## src/design/ubxfp_pkg.sv

```systemverilog
// ----------------------------------------------------------------------------
// ubxfp_pkg
// Shared types and constants for the UBX frame parser: parse phases, match
// configuration, result word layout and configuration register indexes.
// ----------------------------------------------------------------------------
package ubxfp_pkg;

    localparam logic [7:0] SYNC_FIRST  = 8'hB5;
    localparam logic [7:0] SYNC_SECOND = 8'h62;

    // reset values of the match registers
    localparam logic [7:0]  MATCH_CLASS_RST  = 8'd1;
    localparam logic [7:0]  MATCH_ID_RST     = 8'd7;
    localparam logic [15:0] MATCH_LENGTH_RST = 16'd92;

    // configuration port geometry
    localparam int CFG_INDEX_W = 2;
    localparam int CFG_DATA_W  = 16;

    localparam logic [CFG_INDEX_W-1:0] CFG_IDX_CLASS  = 2'd0;
    localparam logic [CFG_INDEX_W-1:0] CFG_IDX_ID     = 2'd1;
    localparam logic [CFG_INDEX_W-1:0] CFG_IDX_LENGTH = 2'd2;

    // result stream geometry
    localparam int OUT_DATA_W = 80;

    typedef enum logic [3:0] {
        PH_HUNT1   = 4'd0,
        PH_HUNT2   = 4'd1,
        PH_CLASS   = 4'd2,
        PH_ID      = 4'd3,
        PH_LEN_LO  = 4'd4,
        PH_LEN_HI  = 4'd5,
        PH_PAYLOAD = 4'd6,
        PH_CK_HI   = 4'd7,
        PH_CK_LO   = 4'd8
    } phase_t;

    typedef enum logic {
        KIND_PAYLOAD   = 1'b0,
        KIND_FRAME_END = 1'b1
    } kind_t;

    typedef struct packed {
        logic [7:0]  match_class;
        logic [7:0]  match_id;
        logic [15:0] match_length;
    } match_cfg_t;

    typedef struct packed {
        kind_t       kind;
        logic [15:0] payload_offset;
        logic [7:0]  payload_byte;
        logic [7:0]  frame_class;
        logic [7:0]  frame_id;
        logic [15:0] frame_length;
        logic [15:0] checksum_word;
        logic        accepted;
    } result_t;

endpackage

```

## src/design/ubxfp_cfg_regs.sv

```systemverilog
// ----------------------------------------------------------------------------
// ubxfp_cfg_regs
// Match registers for class, id and payload length, written over the
// configuration channel; writes to unknown indexes are dropped.
// ----------------------------------------------------------------------------
module ubxfp_cfg_regs
    import ubxfp_pkg::*;
(
    input  logic                   aclk,
    input  logic                   aresetn,
    input  logic                   cfg_valid,
    output logic                   cfg_ready,
    input  logic [CFG_INDEX_W-1:0] cfg_index,
    input  logic [CFG_DATA_W-1:0]  cfg_data,
    output match_cfg_t             match_cfg
);

    match_cfg_t cfg_reg;

    // always ready to take a word
    assign cfg_ready = 1'b1;
    assign match_cfg = cfg_reg;

    // register write decode
    always_ff @(posedge aclk) begin
        if (!aresetn) begin
            cfg_reg.match_class  <= MATCH_CLASS_RST;
            cfg_reg.match_id     <= MATCH_ID_RST;
            cfg_reg.match_length <= MATCH_LENGTH_RST;
        end else if (cfg_valid && cfg_ready) begin
            case (cfg_index)
                CFG_IDX_CLASS:  cfg_reg.match_class  <= cfg_data[7:0];
                CFG_IDX_ID:     cfg_reg.match_id     <= cfg_data[7:0];
                CFG_IDX_LENGTH: cfg_reg.match_length <= cfg_data;
                default: ;
            endcase
        end
    end

endmodule

```

## src/design/ubxfp_parser.sv

```systemverilog
// ----------------------------------------------------------------------------
// ubxfp_parser
// Input byte register and frame state machine. Each held byte advances the
// parse by one step and may produce one payload or frame-end result.
// ----------------------------------------------------------------------------
module ubxfp_parser
    import ubxfp_pkg::*;
(
    input  logic       aclk,
    input  logic       aresetn,
    input  logic       in_valid,
    output logic       in_ready,
    input  logic [7:0] in_byte,
    input  match_cfg_t match_cfg,
    output logic       res_valid,
    input  logic       res_ready,
    output result_t    res
);

    phase_t      phase_reg, phase_next;
    logic        hold_valid_reg;
    logic [7:0]  hold_byte_reg;
    logic [7:0]  class_reg, class_next;
    logic [7:0]  id_reg, id_next;
    logic [15:0] length_reg, length_next;
    logic [15:0] seen_reg, seen_next;
    logic [15:0] checksum_reg, checksum_next;
    logic        emit_phase;
    logic        advance;
    logic [15:0] seen_inc;
    logic [15:0] length_full;

    // held byte moves on unless it must emit and the result slot is full
    assign emit_phase = (phase_reg == PH_PAYLOAD) || (phase_reg == PH_CK_LO);
    assign advance    = hold_valid_reg && (!emit_phase || res_ready);
    assign in_ready   = !hold_valid_reg || advance;
    assign res_valid  = hold_valid_reg && emit_phase;

    assign seen_inc    = seen_reg + 16'd1;
    assign length_full = {hold_byte_reg, length_reg[7:0]};

    // input byte register
    always_ff @(posedge aclk) begin
        if (!aresetn) begin
            hold_valid_reg <= 1'b0;
        end else if (in_ready) begin
            hold_valid_reg <= in_valid;
        end
    end

    always_ff @(posedge aclk) begin
        if (in_valid && in_ready) begin
            hold_byte_reg <= in_byte;
        end
    end

    // phase and frame header state
    always_ff @(posedge aclk) begin
        if (!aresetn) begin
            phase_reg    <= PH_HUNT1;
            class_reg    <= '0;
            id_reg       <= '0;
            length_reg   <= '0;
            seen_reg     <= '0;
            checksum_reg <= '0;
        end else if (advance) begin
            phase_reg    <= phase_next;
            class_reg    <= class_next;
            id_reg       <= id_next;
            length_reg   <= length_next;
            seen_reg     <= seen_next;
            checksum_reg <= checksum_next;
        end
    end

    // next state and result fields
    always_comb begin
        phase_next    = phase_reg;
        class_next    = class_reg;
        id_next       = id_reg;
        length_next   = length_reg;
        seen_next     = seen_reg;
        checksum_next = checksum_reg;

        res.kind           = KIND_PAYLOAD;
        res.payload_offset = '0;
        res.payload_byte   = '0;
        res.frame_class    = class_reg;
        res.frame_id       = id_reg;
        res.frame_length   = length_reg;
        res.checksum_word  = '0;
        res.accepted       = 1'b0;

        case (phase_reg)
            PH_HUNT2: begin
                if (hold_byte_reg == SYNC_SECOND) begin
                    phase_next = PH_CLASS;
                end else if (hold_byte_reg != SYNC_FIRST) begin
                    phase_next = PH_HUNT1;
                end
            end
            PH_CLASS: begin
                class_next = hold_byte_reg;
                phase_next = PH_ID;
            end
            PH_ID: begin
                id_next    = hold_byte_reg;
                phase_next = PH_LEN_LO;
            end
            PH_LEN_LO: begin
                length_next = {8'd0, hold_byte_reg};
                phase_next  = PH_LEN_HI;
            end
            PH_LEN_HI: begin
                length_next = length_full;
                seen_next   = '0;
                phase_next  = (length_full == 16'd0) ? PH_CK_HI : PH_PAYLOAD;
            end
            PH_PAYLOAD: begin
                res.payload_offset = seen_reg;
                res.payload_byte   = hold_byte_reg;
                seen_next          = seen_inc;
                if (seen_inc >= length_reg) begin
                    phase_next = PH_CK_HI;
                end
            end
            PH_CK_HI: begin
                checksum_next = {hold_byte_reg, 8'd0};
                phase_next    = PH_CK_LO;
            end
            PH_CK_LO: begin
                checksum_next     = {checksum_reg[15:8], hold_byte_reg};
                res.kind          = KIND_FRAME_END;
                res.checksum_word = {checksum_reg[15:8], hold_byte_reg};
                res.accepted      = (class_reg == match_cfg.match_class) &&
                                    (id_reg == match_cfg.match_id) &&
                                    (length_reg == match_cfg.match_length);
                phase_next        = PH_HUNT1;
            end
            default: begin
                phase_next = (hold_byte_reg == SYNC_FIRST) ? PH_HUNT2 : PH_HUNT1;
            end
        endcase
    end

endmodule

```

## src/design/ubxfp_out_reg.sv

```systemverilog
// ----------------------------------------------------------------------------
// ubxfp_out_reg
// Result register in front of the master channel; it refills in the same
// cycle that the downstream side takes the held word.
// ----------------------------------------------------------------------------
module ubxfp_out_reg
    import ubxfp_pkg::*;
(
    input  logic    aclk,
    input  logic    aresetn,
    input  logic    res_valid,
    output logic    res_ready,
    input  result_t res,
    output logic    out_valid,
    input  logic    out_ready,
    output result_t out_res
);

    logic    valid_reg;
    result_t res_reg;

    assign res_ready = !valid_reg || out_ready;
    assign out_valid = valid_reg;
    assign out_res   = res_reg;

    // valid flag
    always_ff @(posedge aclk) begin
        if (!aresetn) begin
            valid_reg <= 1'b0;
        end else if (res_ready) begin
            valid_reg <= res_valid;
        end
    end

    // payload
    always_ff @(posedge aclk) begin
        if (res_valid && res_ready) begin
            res_reg <= res;
        end
    end

endmodule

```

## src/design/ubx_frame_parser.sv

```systemverilog
// ----------------------------------------------------------------------------
// ubx_frame_parser
// UBX frame parser: finds the B5 62 sync pair, latches class, id and length,
// streams payload bytes with their offsets and reports each frame end.
// ----------------------------------------------------------------------------
// Usage:
//   s_ channel carries one received byte per word in s_tdata.
//   m_ channel carries one result per word; m_tuser is the kind (0 payload
//   byte, 1 frame end), m_tdata holds the remaining fields.
//   cfg channel writes the match registers: index 0 class, 1 id, 2 length;
//   other indexes are ignored. cfg_ready is always high.
// Timing:
//   a byte passes an input register and then a result register before its
//   result, if any, is valid on m_. One byte is taken per cycle unless a
//   byte that needs the result slot waits behind a held word; a single
//   parse step lies between the two registers.
// Reset:
//   aresetn low clears both stages, returns the parser to hunting for the
//   first sync byte and loads class 1, id 7, length 92 as the match values.
// Stall:
//   while m_tready is low the result register holds its word; bytes that
//   make no result keep flowing, and s_tready drops once a byte that needs
//   the result slot is waiting behind the held word.
// ----------------------------------------------------------------------------
module ubx_frame_parser
    import ubxfp_pkg::*;
(
    input  logic                   aclk,
    input  logic                   aresetn,
    input  logic                   s_tvalid,
    output logic                   s_tready,
    input  logic [7:0]             s_tdata,   // [7:0] rx_byte
    output logic                   m_tvalid,
    input  logic                   m_tready,
    // [15:0] payload_offset, [23:16] payload_byte, [31:24] frame_class,
    // [39:32] frame_id, [55:40] frame_length, [71:56] checksum_word,
    // [72] accepted, [79:73] zero
    output logic [OUT_DATA_W-1:0]  m_tdata,
    output logic                   m_tuser,   // [0] kind
    input  logic                   cfg_valid,
    output logic                   cfg_ready,
    input  logic [CFG_INDEX_W-1:0] cfg_index,
    input  logic [CFG_DATA_W-1:0]  cfg_data
);

    match_cfg_t match_cfg;
    logic       res_valid;
    logic       res_ready;
    result_t    res;
    result_t    out_res;

    // match registers
    ubxfp_cfg_regs u_cfg_regs (
        .aclk      (aclk),
        .aresetn   (aresetn),
        .cfg_valid (cfg_valid),
        .cfg_ready (cfg_ready),
        .cfg_index (cfg_index),
        .cfg_data  (cfg_data),
        .match_cfg (match_cfg)
    );

    // input register and frame state machine
    ubxfp_parser u_parser (
        .aclk      (aclk),
        .aresetn   (aresetn),
        .in_valid  (s_tvalid),
        .in_ready  (s_tready),
        .in_byte   (s_tdata),
        .match_cfg (match_cfg),
        .res_valid (res_valid),
        .res_ready (res_ready),
        .res       (res)
    );

    // result register
    ubxfp_out_reg u_out_reg (
        .aclk      (aclk),
        .aresetn   (aresetn),
        .res_valid (res_valid),
        .res_ready (res_ready),
        .res       (res),
        .out_valid (m_tvalid),
        .out_ready (m_tready),
        .out_res   (out_res)
    );

    // pack result fields, highest field first
    assign m_tuser = out_res.kind;
    assign m_tdata = {7'd0,
                      out_res.accepted,
                      out_res.checksum_word,
                      out_res.frame_length,
                      out_res.frame_id,
                      out_res.frame_class,
                      out_res.payload_byte,
                      out_res.payload_offset};

endmodule
```

## config.mk

```make
export PLATFORM = sky130hd
export DESIGN_NAME = ubx_frame_parser
export DESIGN_NICKNAME = d
export VERILOG_FILES = /design/src/design/ubxfp_pkg.sv /design/src/design/ubxfp_cfg_regs.sv /design/src/design/ubxfp_parser.sv /design/src/design/ubxfp_out_reg.sv /design/src/design/ubx_frame_parser.sv
export SDC_FILE = /design/constraint.sdc
export NUM_CORES = 1
export LEC_CHECK = 0
export ABC_CLOCK_PERIOD_IN_PS = 11800
export BUFFER_PORTS_ARGS = -buffer_cell sky130_fd_sc_hd__buf_2
export CAP_MARGIN = 15
export CORE_UTILIZATION = 41
export DETAILED_ROUTE_END_ITERATION = 12
export HOLD_SLACK_MARGIN = 0.12
export PLACE_DENSITY = 0.68
export SETUP_SLACK_MARGIN = 0.2
export SYNTH_ARGS = -nofsm -noshare
export SYNTH_HDL_FRONTEND = slang
export SYNTH_SLANG_ARGS = --single-unit
```

## constraint.sdc

```tcl
create_clock -name aclk -period 11.8 [get_ports aclk]
set_clock_uncertainty 0.05 [all_clocks]
set_input_delay 1.18 -clock aclk [delete_from_list [all_inputs] [get_ports aclk]]
set_output_delay 1.18 -clock aclk [all_outputs]
set_load 0.005 [all_outputs]
```

* Word-level counts from Yosys, hierarchy flattened
Cells that the tools add are included.
** Operators by class
- $add $sub $neg :: 1
- Magnitude comparators :: 1
- Equality and inequality tests :: 18
- Mux-type cells :: 10
- Bitwise logic cells :: 2
- Reductions and logical operators :: 27
** Operators by type and width (number)
- 16-bit case mux with 2 select lines :: 3
- 4-bit case mux with 8 select lines :: 1
- 16-bit by 1-bit adder with 16-bit output (second input constant) :: 1
- 16-bit equality test :: 1
- 4-bit by 3-bit equality test with 1-bit output (second input constant) :: 4
- 8-bit equality test :: 2
- 16-bit >= comparator :: 1
- 16-bit logical NOT :: 1
- 2-bit AND reduction :: 7
- 4-bit 2-to-1 mux :: 3
- 3-bit AND reduction :: 3
- 4-bit by 2-bit equality test with 1-bit output (second input constant) :: 2
- 8-bit by 7-bit equality test with 1-bit output (second input constant) :: 1
- 8-bit equality test (second input constant) :: 1
- 8-bit != test (second input constant) :: 1
- 1-bit logical AND :: 6
- 4-bit by 1-bit equality test with 1-bit output (second input constant) :: 1
- 4-bit equality test (second input constant) :: 1
- 1-bit logical OR :: 4
- 2-bit nonzero test :: 2
- 1-bit logical NOT :: 3
- 1-bit 2-to-1 mux :: 3
- 3-bit by 1-bit != test with 1-bit output (second input constant) :: 1
- 2-bit by 1-bit equality test with 1-bit output (second input constant) :: 1
- other kinds (4) :: 5
** Storage, ports and cells
- Bits in registers :: 176
- Bits of input ports :: 31
- Output and inout port bits :: 84

* Logic depth before layout (Yosys ltp)
Gate-level depths: netlist (run 1).
- Word-level depth :: 7
- Depth in mapped cells :: 11
- Gate-level depth less buffers :: 11

* Modules after synthesis
From an unflattened synthesis (run 1), not the netlist that was laid out.
** Second synthesis, totals
- Cells, all modules :: 719
- Area, all modules :: 7932.6 um^2
** By module, submodules not included
- ubxfp_parser :: times used 1, cells an instance 496, area each 4276.6 um^2
- ubxfp_out_reg :: times used 1, cells an instance 79, area each 2279.7 um^2
- ubxfp_cfg_regs :: times used 1, cells an instance 136, area each 1320.0 um^2
- ubx_frame_parser :: times used 1, cells an instance 8, area each 56.3 um^2

* Worst setup path before layout (run 1)
No wires, ideal clock.
- Path kind :: in2reg
- Start :: input m_tready
- End :: register u_out_reg.res_reg, in the netlist u_out_reg.out_res[0], enable pin
- Library setup time :: 0.514 ns
- Arrival time :: 4.653 ns
- Required time :: 11.236 ns
- Path slack :: 6.583 ns
- Cell stages on the path :: 2
- Buffers on the path :: 0
- Path through :: nand2b_1 > nor2b_1
** On the way
- Cells in the longest elaborated chain, start to end :: 2
** Ends and longest elaborated chain
- start: declaration :: line ubx_frame_parser.sv:34 : input logic m_tready,
- 1-bit logical OR :: line ubxfp_out_reg.sv:22 : assign res_ready = !valid_reg || out_ready;
- 1-bit logical AND :: line ubxfp_out_reg.sv:37 : if (res_valid && res_ready) begin
- end signal: assignment :: line ubxfp_out_reg.sv:38 : res_reg <= res;
- end: declaration :: line ubxfp_out_reg.sv:20 : result_t res_reg;
Every way passes these cells.
A chain may end at the register's enable or synchronous reset.

* Final worst setup path (run 1)
- Start :: register u_parser.phase_reg[0]
- End :: output s_tready
** On the way
- Cells in the longest elaborated chain, start to end :: 6
** Ends and longest elaborated chain
- start: declaration :: line ubxfp_parser.sv:20 : phase_t phase_reg, phase_next;
- start signal: assignment :: line ubxfp_parser.sv:67 : phase_reg <= phase_next;
- 4-bit by 3-bit equality test with 1-bit output / 4-bit equality test (equally long branches) :: line ubxfp_parser.sv:34 : assign emit_phase = (phase_reg == PH_PAYLOAD) || (phase_reg == PH_CK_LO);
- 1-bit logical OR (*) :: line ubxfp_parser.sv:34
- 1-bit logical NOT (*) :: line ubxfp_parser.sv:35 : assign advance = hold_valid_reg && (!emit_phase || res_ready);
- 1-bit logical OR (*) :: line ubxfp_parser.sv:35
- 1-bit logical AND (*) :: line ubxfp_parser.sv:35
- 1-bit logical OR (*) :: line ubxfp_parser.sv:36 : assign in_ready = !hold_valid_reg || advance;
- end: declaration :: line ubx_frame_parser.sv:31 : output logic s_tready,
Every way passes the cells marked *; elsewhere a longest branch is shown, timed or not.

==> results.yml, run 1 <==
routing:
  drt_wl_total_um: 17000
  drt_pass1_iterations: 5
  wl_per_cell_um: 16.5
  drt_iter0_drc: 409
  antenna_left: 0
  vias_per_cell: 5.14
  vias: 5299
  drc: 0
global_route:
  grt_pass1_wl_um: 26700
  grt_pass1_vias: 4955
  gr-total-overflow: 0
  grt_max_degree: 83
  grtUsageTotal: 0.192
  antenna_found_initial: 0
setup_path:
  cp.required_ps: 10570
  end_kind: "output pin"
  critical_path.max_fanout: 19
  arrival_ps: 2780
  start_kind: "flip-flop"
  crit_type: "flip-flop to output pin"
floorplan:
  initial_utilization: 0.420
  die_y_um: 138
  fp-row-count: 49
  die_w_um: 138
  die-area_sq_um: 19000
  num_io_pins: 115
  design.core.area_sq_um: 18000
cells_and_area:
  final_common_cell: "buf_2"
  seqCellArea_sq_um: 4340
  largest_register_ffs: 74
  area_growth_pct: 15.8
  fin_nets: 837
  nFillCells: 1689
  diodes: 0
  multiInputGateArea_sq_um: 2930
  drive_gt1_frac: 0.201
  fin_util: 0.486
  final_cell_mix: "buf_2 (106), dfxtp_1 (94), edfxtp_1 (82)"
synthesis:
  synth-seq-cells: 176
  synth_edf_count: 82
  ys.flop_type: "dfxtp_1"
  synthArstFlopShare: 0
  avgSynthCellArea_sq_um: 10.8
  ys_types: 64
  synth-warning-count: 0
  synth_area_sq_um: 7570
  netlist_instances: 702
  ys_seq_area_frac: 0.574
cts:
  cts_sinks: 176
  cts_resized: 0
  cts_buffer_depth: 2
  cts_tree: "built"
  clkSlewWorstSetupHoldPaths_ps: 70
  clk_latency_ps: 440
  cts_hold_repair.buffers: 0
  cts_buffers: 17
  cts_root_buf: "clkbuf_16"
  post-cts-setup-buffers: 0
  htreeDepth: 4
sta:
  fmax_mhz: 250
  setup-tns-final_ps: 0
  worst_slew_pin_slew_ps: 1030
  slew_violations: 0
  fin_ws_ps: 7790
  relSlewSlack: 0.309
  setup_viol: 0
  fin_crit_ps: 4010
  rsz0062_at_grt: "false"
  period_share: 0.339
  hold_violations: 0
placement:
  io_buffers: 106
  place_congestion: 0.824
  dp_hpwl_um: 11600
  pre_cts_ws_ps: 8310
power:
  p_leak_nw: 3.30
  peakVddDrop_mv: 0.104
  powerDensity_nw_per_um2: 137
  p_total_mw: 1.20
outcome:
  status: "complete, no violations"
hold_path:
  min_path_type: "flip-flop to flip-flop"
job:
  maxCapViolations: 0
[metal layers]
layer / global-route usage / vias up / share of wire
met3: 0.0406 / 29 / 0.047
li1: - / 2605 / -
met2: 0.300 / 151 / 0.46
met4: 0.0918 / 0 / 0.025
met5: 0 / - / 0
met1: 0.253 / 2514 / 0.47
[where the power goes]
part | internal, mW | total, mW | switching, mW | leakage (nW)
Sequential | 0.639 | 0.648 | 0.00913 | 1.45
Combinational | 0.0118 | 0.0297 | 0.0179 | 1.59
Clock | 0.276 | 0.524 | 0.248 | 0.269
Total | 0.927 | 1.20 | 0.275 | 3.30
[worst paths after layout]
check,end,cells past startpoint,slack (ps),from
min reg2reg,u_parser.checksum_reg[12]$_SDFFE_PN0P_,2,400,u_parser.checksum_reg[12]$_SDFFE_PN0P_
min,u_parser.checksum_reg[12]$_SDFFE_PN0P_,2,400,u_parser.checksum_reg[12]$_SDFFE_PN0P_
max reg2reg,u_out_reg.out_res[4]$_SDFFCE_PN0P_,5,8400,u_parser.phase_reg[0]$_SDFFE_PN0P_
max,s_tready,6,7790,u_parser.phase_reg[0]$_SDFFE_PN0P_
[metrics by stage]
stage	hold slack, ps	std cells	area (sq um)
after detailed placement	390	999	8210
after global routing	426	1031	8760
after global placement	386	999	8210
after CTS	400	1031	8760
after floorplan	377	708	7590
final	400	1031	8760
[area by class of cell]
cell class,count,share of cell area
Sequential cell,176,0.496
Multi-Input combinational cell,461,0.335
Timing Repair Buffer,110,0.0640
Clock buffer,18,0.0490
Tap cell,229,0.0327
Clock inverter,14,0.0140
Inverter,23,0.00985
[worst max-delay path: stages (launching register included)]
cell,delay (ps)
dfxtp_1,800
inv_1,250
and3_1,430
o21ai_0,520
nor2_1,140
inv_1,100
buf_2,110
[logic make-up after synthesis]
group / count (synthesis) / synth area share
AOI/OAI and AO/OA: 102 / 0.0818
xor gates and xnor gates: 45 / 0.0521
adders and majority gates: 17 / 0.0281
buffers and inverters: 71 / 0.0443
DFF: 176 / 0.574
muxes: 33 / 0.0436
other: 2 / 0.000992
and+or+nand+nor: 256 / 0.175
[Yosys cell counts (all sizes together), types with 6 or more instances]
master | n | area [sq um]
mux2i | 33 | 330
and2 | 42 | 263
nor4 | 9 | 56.3
xor2 | 26 | 228
a22oi | 10 | 75.1
nand3b | 7 | 52.6
a21oi | 47 | 235
nand2 | 79 | 299
o21ai | 26 | 145
clkbuf | 21 | 80.1
dfxtp | 94 | 1880
ha | 17 | 213
nor2 | 60 | 243
buf | 27 | 169
edfxtp | 82 | 2460
nand4 | 6 | 37.5
xnor2 | 19 | 166
and3 | 7 | 43.8
inv | 23 | 86.3
nand3 | 15 | 80.1
Note: power is estimated with default switching activity, not from simulation.
==> run 2, diff against run 1 <==
--- a/config.mk
+++ b/config.mk
@@ -5,7 +5,7 @@
 export SDC_FILE = /design/constraint.sdc
 export NUM_CORES = 1
 export LEC_CHECK = 0
-export ABC_CLOCK_PERIOD_IN_PS = 11800
+export ABC_CLOCK_PERIOD_IN_PS = 3960
 export BUFFER_PORTS_ARGS = -buffer_cell sky130_fd_sc_hd__buf_2
 export CAP_MARGIN = 15
 export CORE_UTILIZATION = 41
==> constraint.sdc (replaced) <==
create_clock -name aclk -period 3.96 [get_ports aclk]
set_clock_uncertainty 0.05 [all_clocks]
set_input_delay 0.396 -clock aclk [delete_from_list [all_inputs] [get_ports aclk]]
set_output_delay 0.396 -clock aclk [all_outputs]
set_load 0.005 [all_outputs]
==> results.yml, run 2 (synthesized netlist as in run 1, its figures left out) <==
placement:
  place_congestion: 0.824
  pre_cts_ws_ps: 759
  io_buffers: 106
  placed_area_sq_um: 8240
  dpl.cell_count: 1003
  dp_hpwl_um: 11700
routing:
  vias: 5262
  vias_per_cell: 5.05
  drt_pass1_iterations: 4
  drt_wl_total_um: 17100
  drc: 0
  wl_per_cell_um: 16.4
  drt_iter0_drc: 358
  antenna_left: 0
job:
  maxCapViolations: 0
floorplan:
  initial_utilization: 0.420
  die_y_um: 138
  die_w_um: 138
  num_io_pins: 115
  die-area_sq_um: 19000
  fp-row-count: 49
  design.core.area_sq_um: 18000
power:
  p_sw_uw: 813
  p_leak_nw: 3.36
  powerDensity_nw_per_um2: 410
  pwr-share-seq: 0.531
  p_sw_frac: 0.224
  pwr-share-clk: 0.443
  peakVddDrop_mv: 0.318
  p_int_mw: 2.82
  comb_power_share: 0.026
cts:
  cts_resized: 0
  clkSlewWorstSetupHoldPaths_ps: 70
  cts_hold_repair.buffers: 8
  cts_sinks: 176
  cts_root_buf: "clkbuf_16"
  cts_buffers: 17
  post-cts-setup-buffers: 0
  cts_tree: "built"
  htreeDepth: 4
  clk_latency_ps: 440
  cts_buffer_depth: 2
cells_and_area:
  final_common_cell: "buf_2"
  area_growth_pct: 17.4
  drive_gt1_frac: 0.200
  fin_nets: 849
  stdcell_area_sq_um: 8880
  finalNonFillerCells: 1043
  final_cell_mix: "buf_2 (106), dfxtp_1 (94), edfxtp_1 (82)"
  diodes: 0
  largest_register_ffs: 74
sta:
  fmax_mhz: 309
  slew_violations: 0
  relSlewSlack: 0.261
  setup_viol: 0
  worst_slew_pin_slew_ps: 1110
  period_share: 0.818
  hold_violations: 0
  rsz0062_at_grt: "false"
  fin_crit_ps: 3240
  setup-tns-final_ps: 0
  fin_ws_ps: 719
setup_path:
  r2r-start: "u_parser.seen_reg[2]$_SDFFE_PN0P_"
  r2r-end: "u_parser.phase_reg[1]$_SDFFE_PN0P_"
  crit_type: "flip-flop to flip-flop"
  rrSetupSlack_ps: 720
  crit_end: "u_parser.phase_reg[1]$_SDFFE_PN0P_"
  cp_top_family: "simple AND/OR/NAND/NOR gates"
  critical_path.max_fanout: 7
  cp_num_buf_inv: 0
  crit_chain: "nand3_2, nor4b_4, a31oi_1, or2_2, ha_1, and4_1, nand3_1, a221o_1, a41o_2, o41ai_2"
  cp.required_ps: 4250
  end_kind: "flip-flop"
  start_kind: "flip-flop"
  worst-r2r-cell-count: 10
  arrival_ps: 3540
  critPathSlowestCell: "nor4b_4"
  max_stage_delay_ps: 500
  startpoint: "u_parser.seen_reg[2]$_SDFFE_PN0P_"
  crit_cells: 10
global_route:
  antenna_found_initial: 0
  grt_max_degree: 34
  grtUsageTotal: 0.188
  gr-total-overflow: 0
  grt_pass1_wl_um: 26000
  grt_pass1_vias: 4805
outcome:
  status: "complete, no violations"
hold_path:
  min_path_type: "input pin to flip-flop"
[run 2: cell count changes in the layout (fill, tap and decap cells not counted), sizes merged]
cell	before	now
clkinv	6	5
bufinv	0	1
dlygate4sd3	0	8
inv	30	29
buf	110	114
clkbuf	18	19
[run 2: worst min path at each step]
stage,start,endpoint,slack (ps),cells past startpoint
finish,cfg_data[9],u_cfg_regs.match_cfg[9]$_SDFFE_PN0P_,140,3
global route,cfg_data[9],u_cfg_regs.match_cfg[9]$_SDFFE_PN0P_,140,3
CTS,cfg_data[9],u_cfg_regs.match_cfg[9]$_SDFFE_PN0P_,130,3
detailed placement,u_parser.checksum_reg[11]$_SDFFE_PN0P_,u_parser.checksum_reg[11]$_SDFFE_PN0P_,390,2
global placement,u_parser.checksum_reg[10]$_SDFFE_PN0P_,u_parser.checksum_reg[10]$_SDFFE_PN0P_,380,2
floorplan,u_parser.checksum_reg[13]$_SDFFE_PN0P_,u_parser.checksum_reg[13]$_SDFFE_PN0P_,380,2
[run 2: stage by stage]
stage | utilization | hold WS (ps) | power, mW
final | 0.493 | 144 | 3.64
after global routing | 0.493 | 135 | 3.75
after CTS | 0.493 | 130 | 3.67
after detailed placement | 0.457 | 393 | 2.06
after global placement | 0.457 | 384 | 2.06
after floorplan | - | 377 | 2.02
[run 2: area by class of cell]
class                   count  area, sq um
clock buffers              19          433
fillers                  1684         9140
flip-flops and latches    176         4340
repair buffers            122          671
multi-input cells         461         2930
clock inverters            13          130
inverters                  23         86.3
well taps                 229          287
[run 2: power groups by stage]
stage          registers, mW  clock network [mW]  logic, mW
5_1_grt                 1.93                1.71      0.105
3_5_place_dp            1.97                   0     0.0890
2_1_floorplan           1.95                   0     0.0670
3_3_place_gp            1.97                   0     0.0888
4_1_cts                 1.93                1.64     0.0955
6_report                1.93                1.61     0.0954
[run 2: worst min-delay path, stage by stage]
cell	delay [ps]
buf_2	100
nand2_1	50
a21oi_1	50
[run 2: layer usage]
layer	routed length, um	part of all wire	track usage
met3	1070	0.063	0.0398
met4	261	0.015	0.0676
met5	0	0	0
met2	7810	0.46	0.293
met1	7940	0.46	0.256
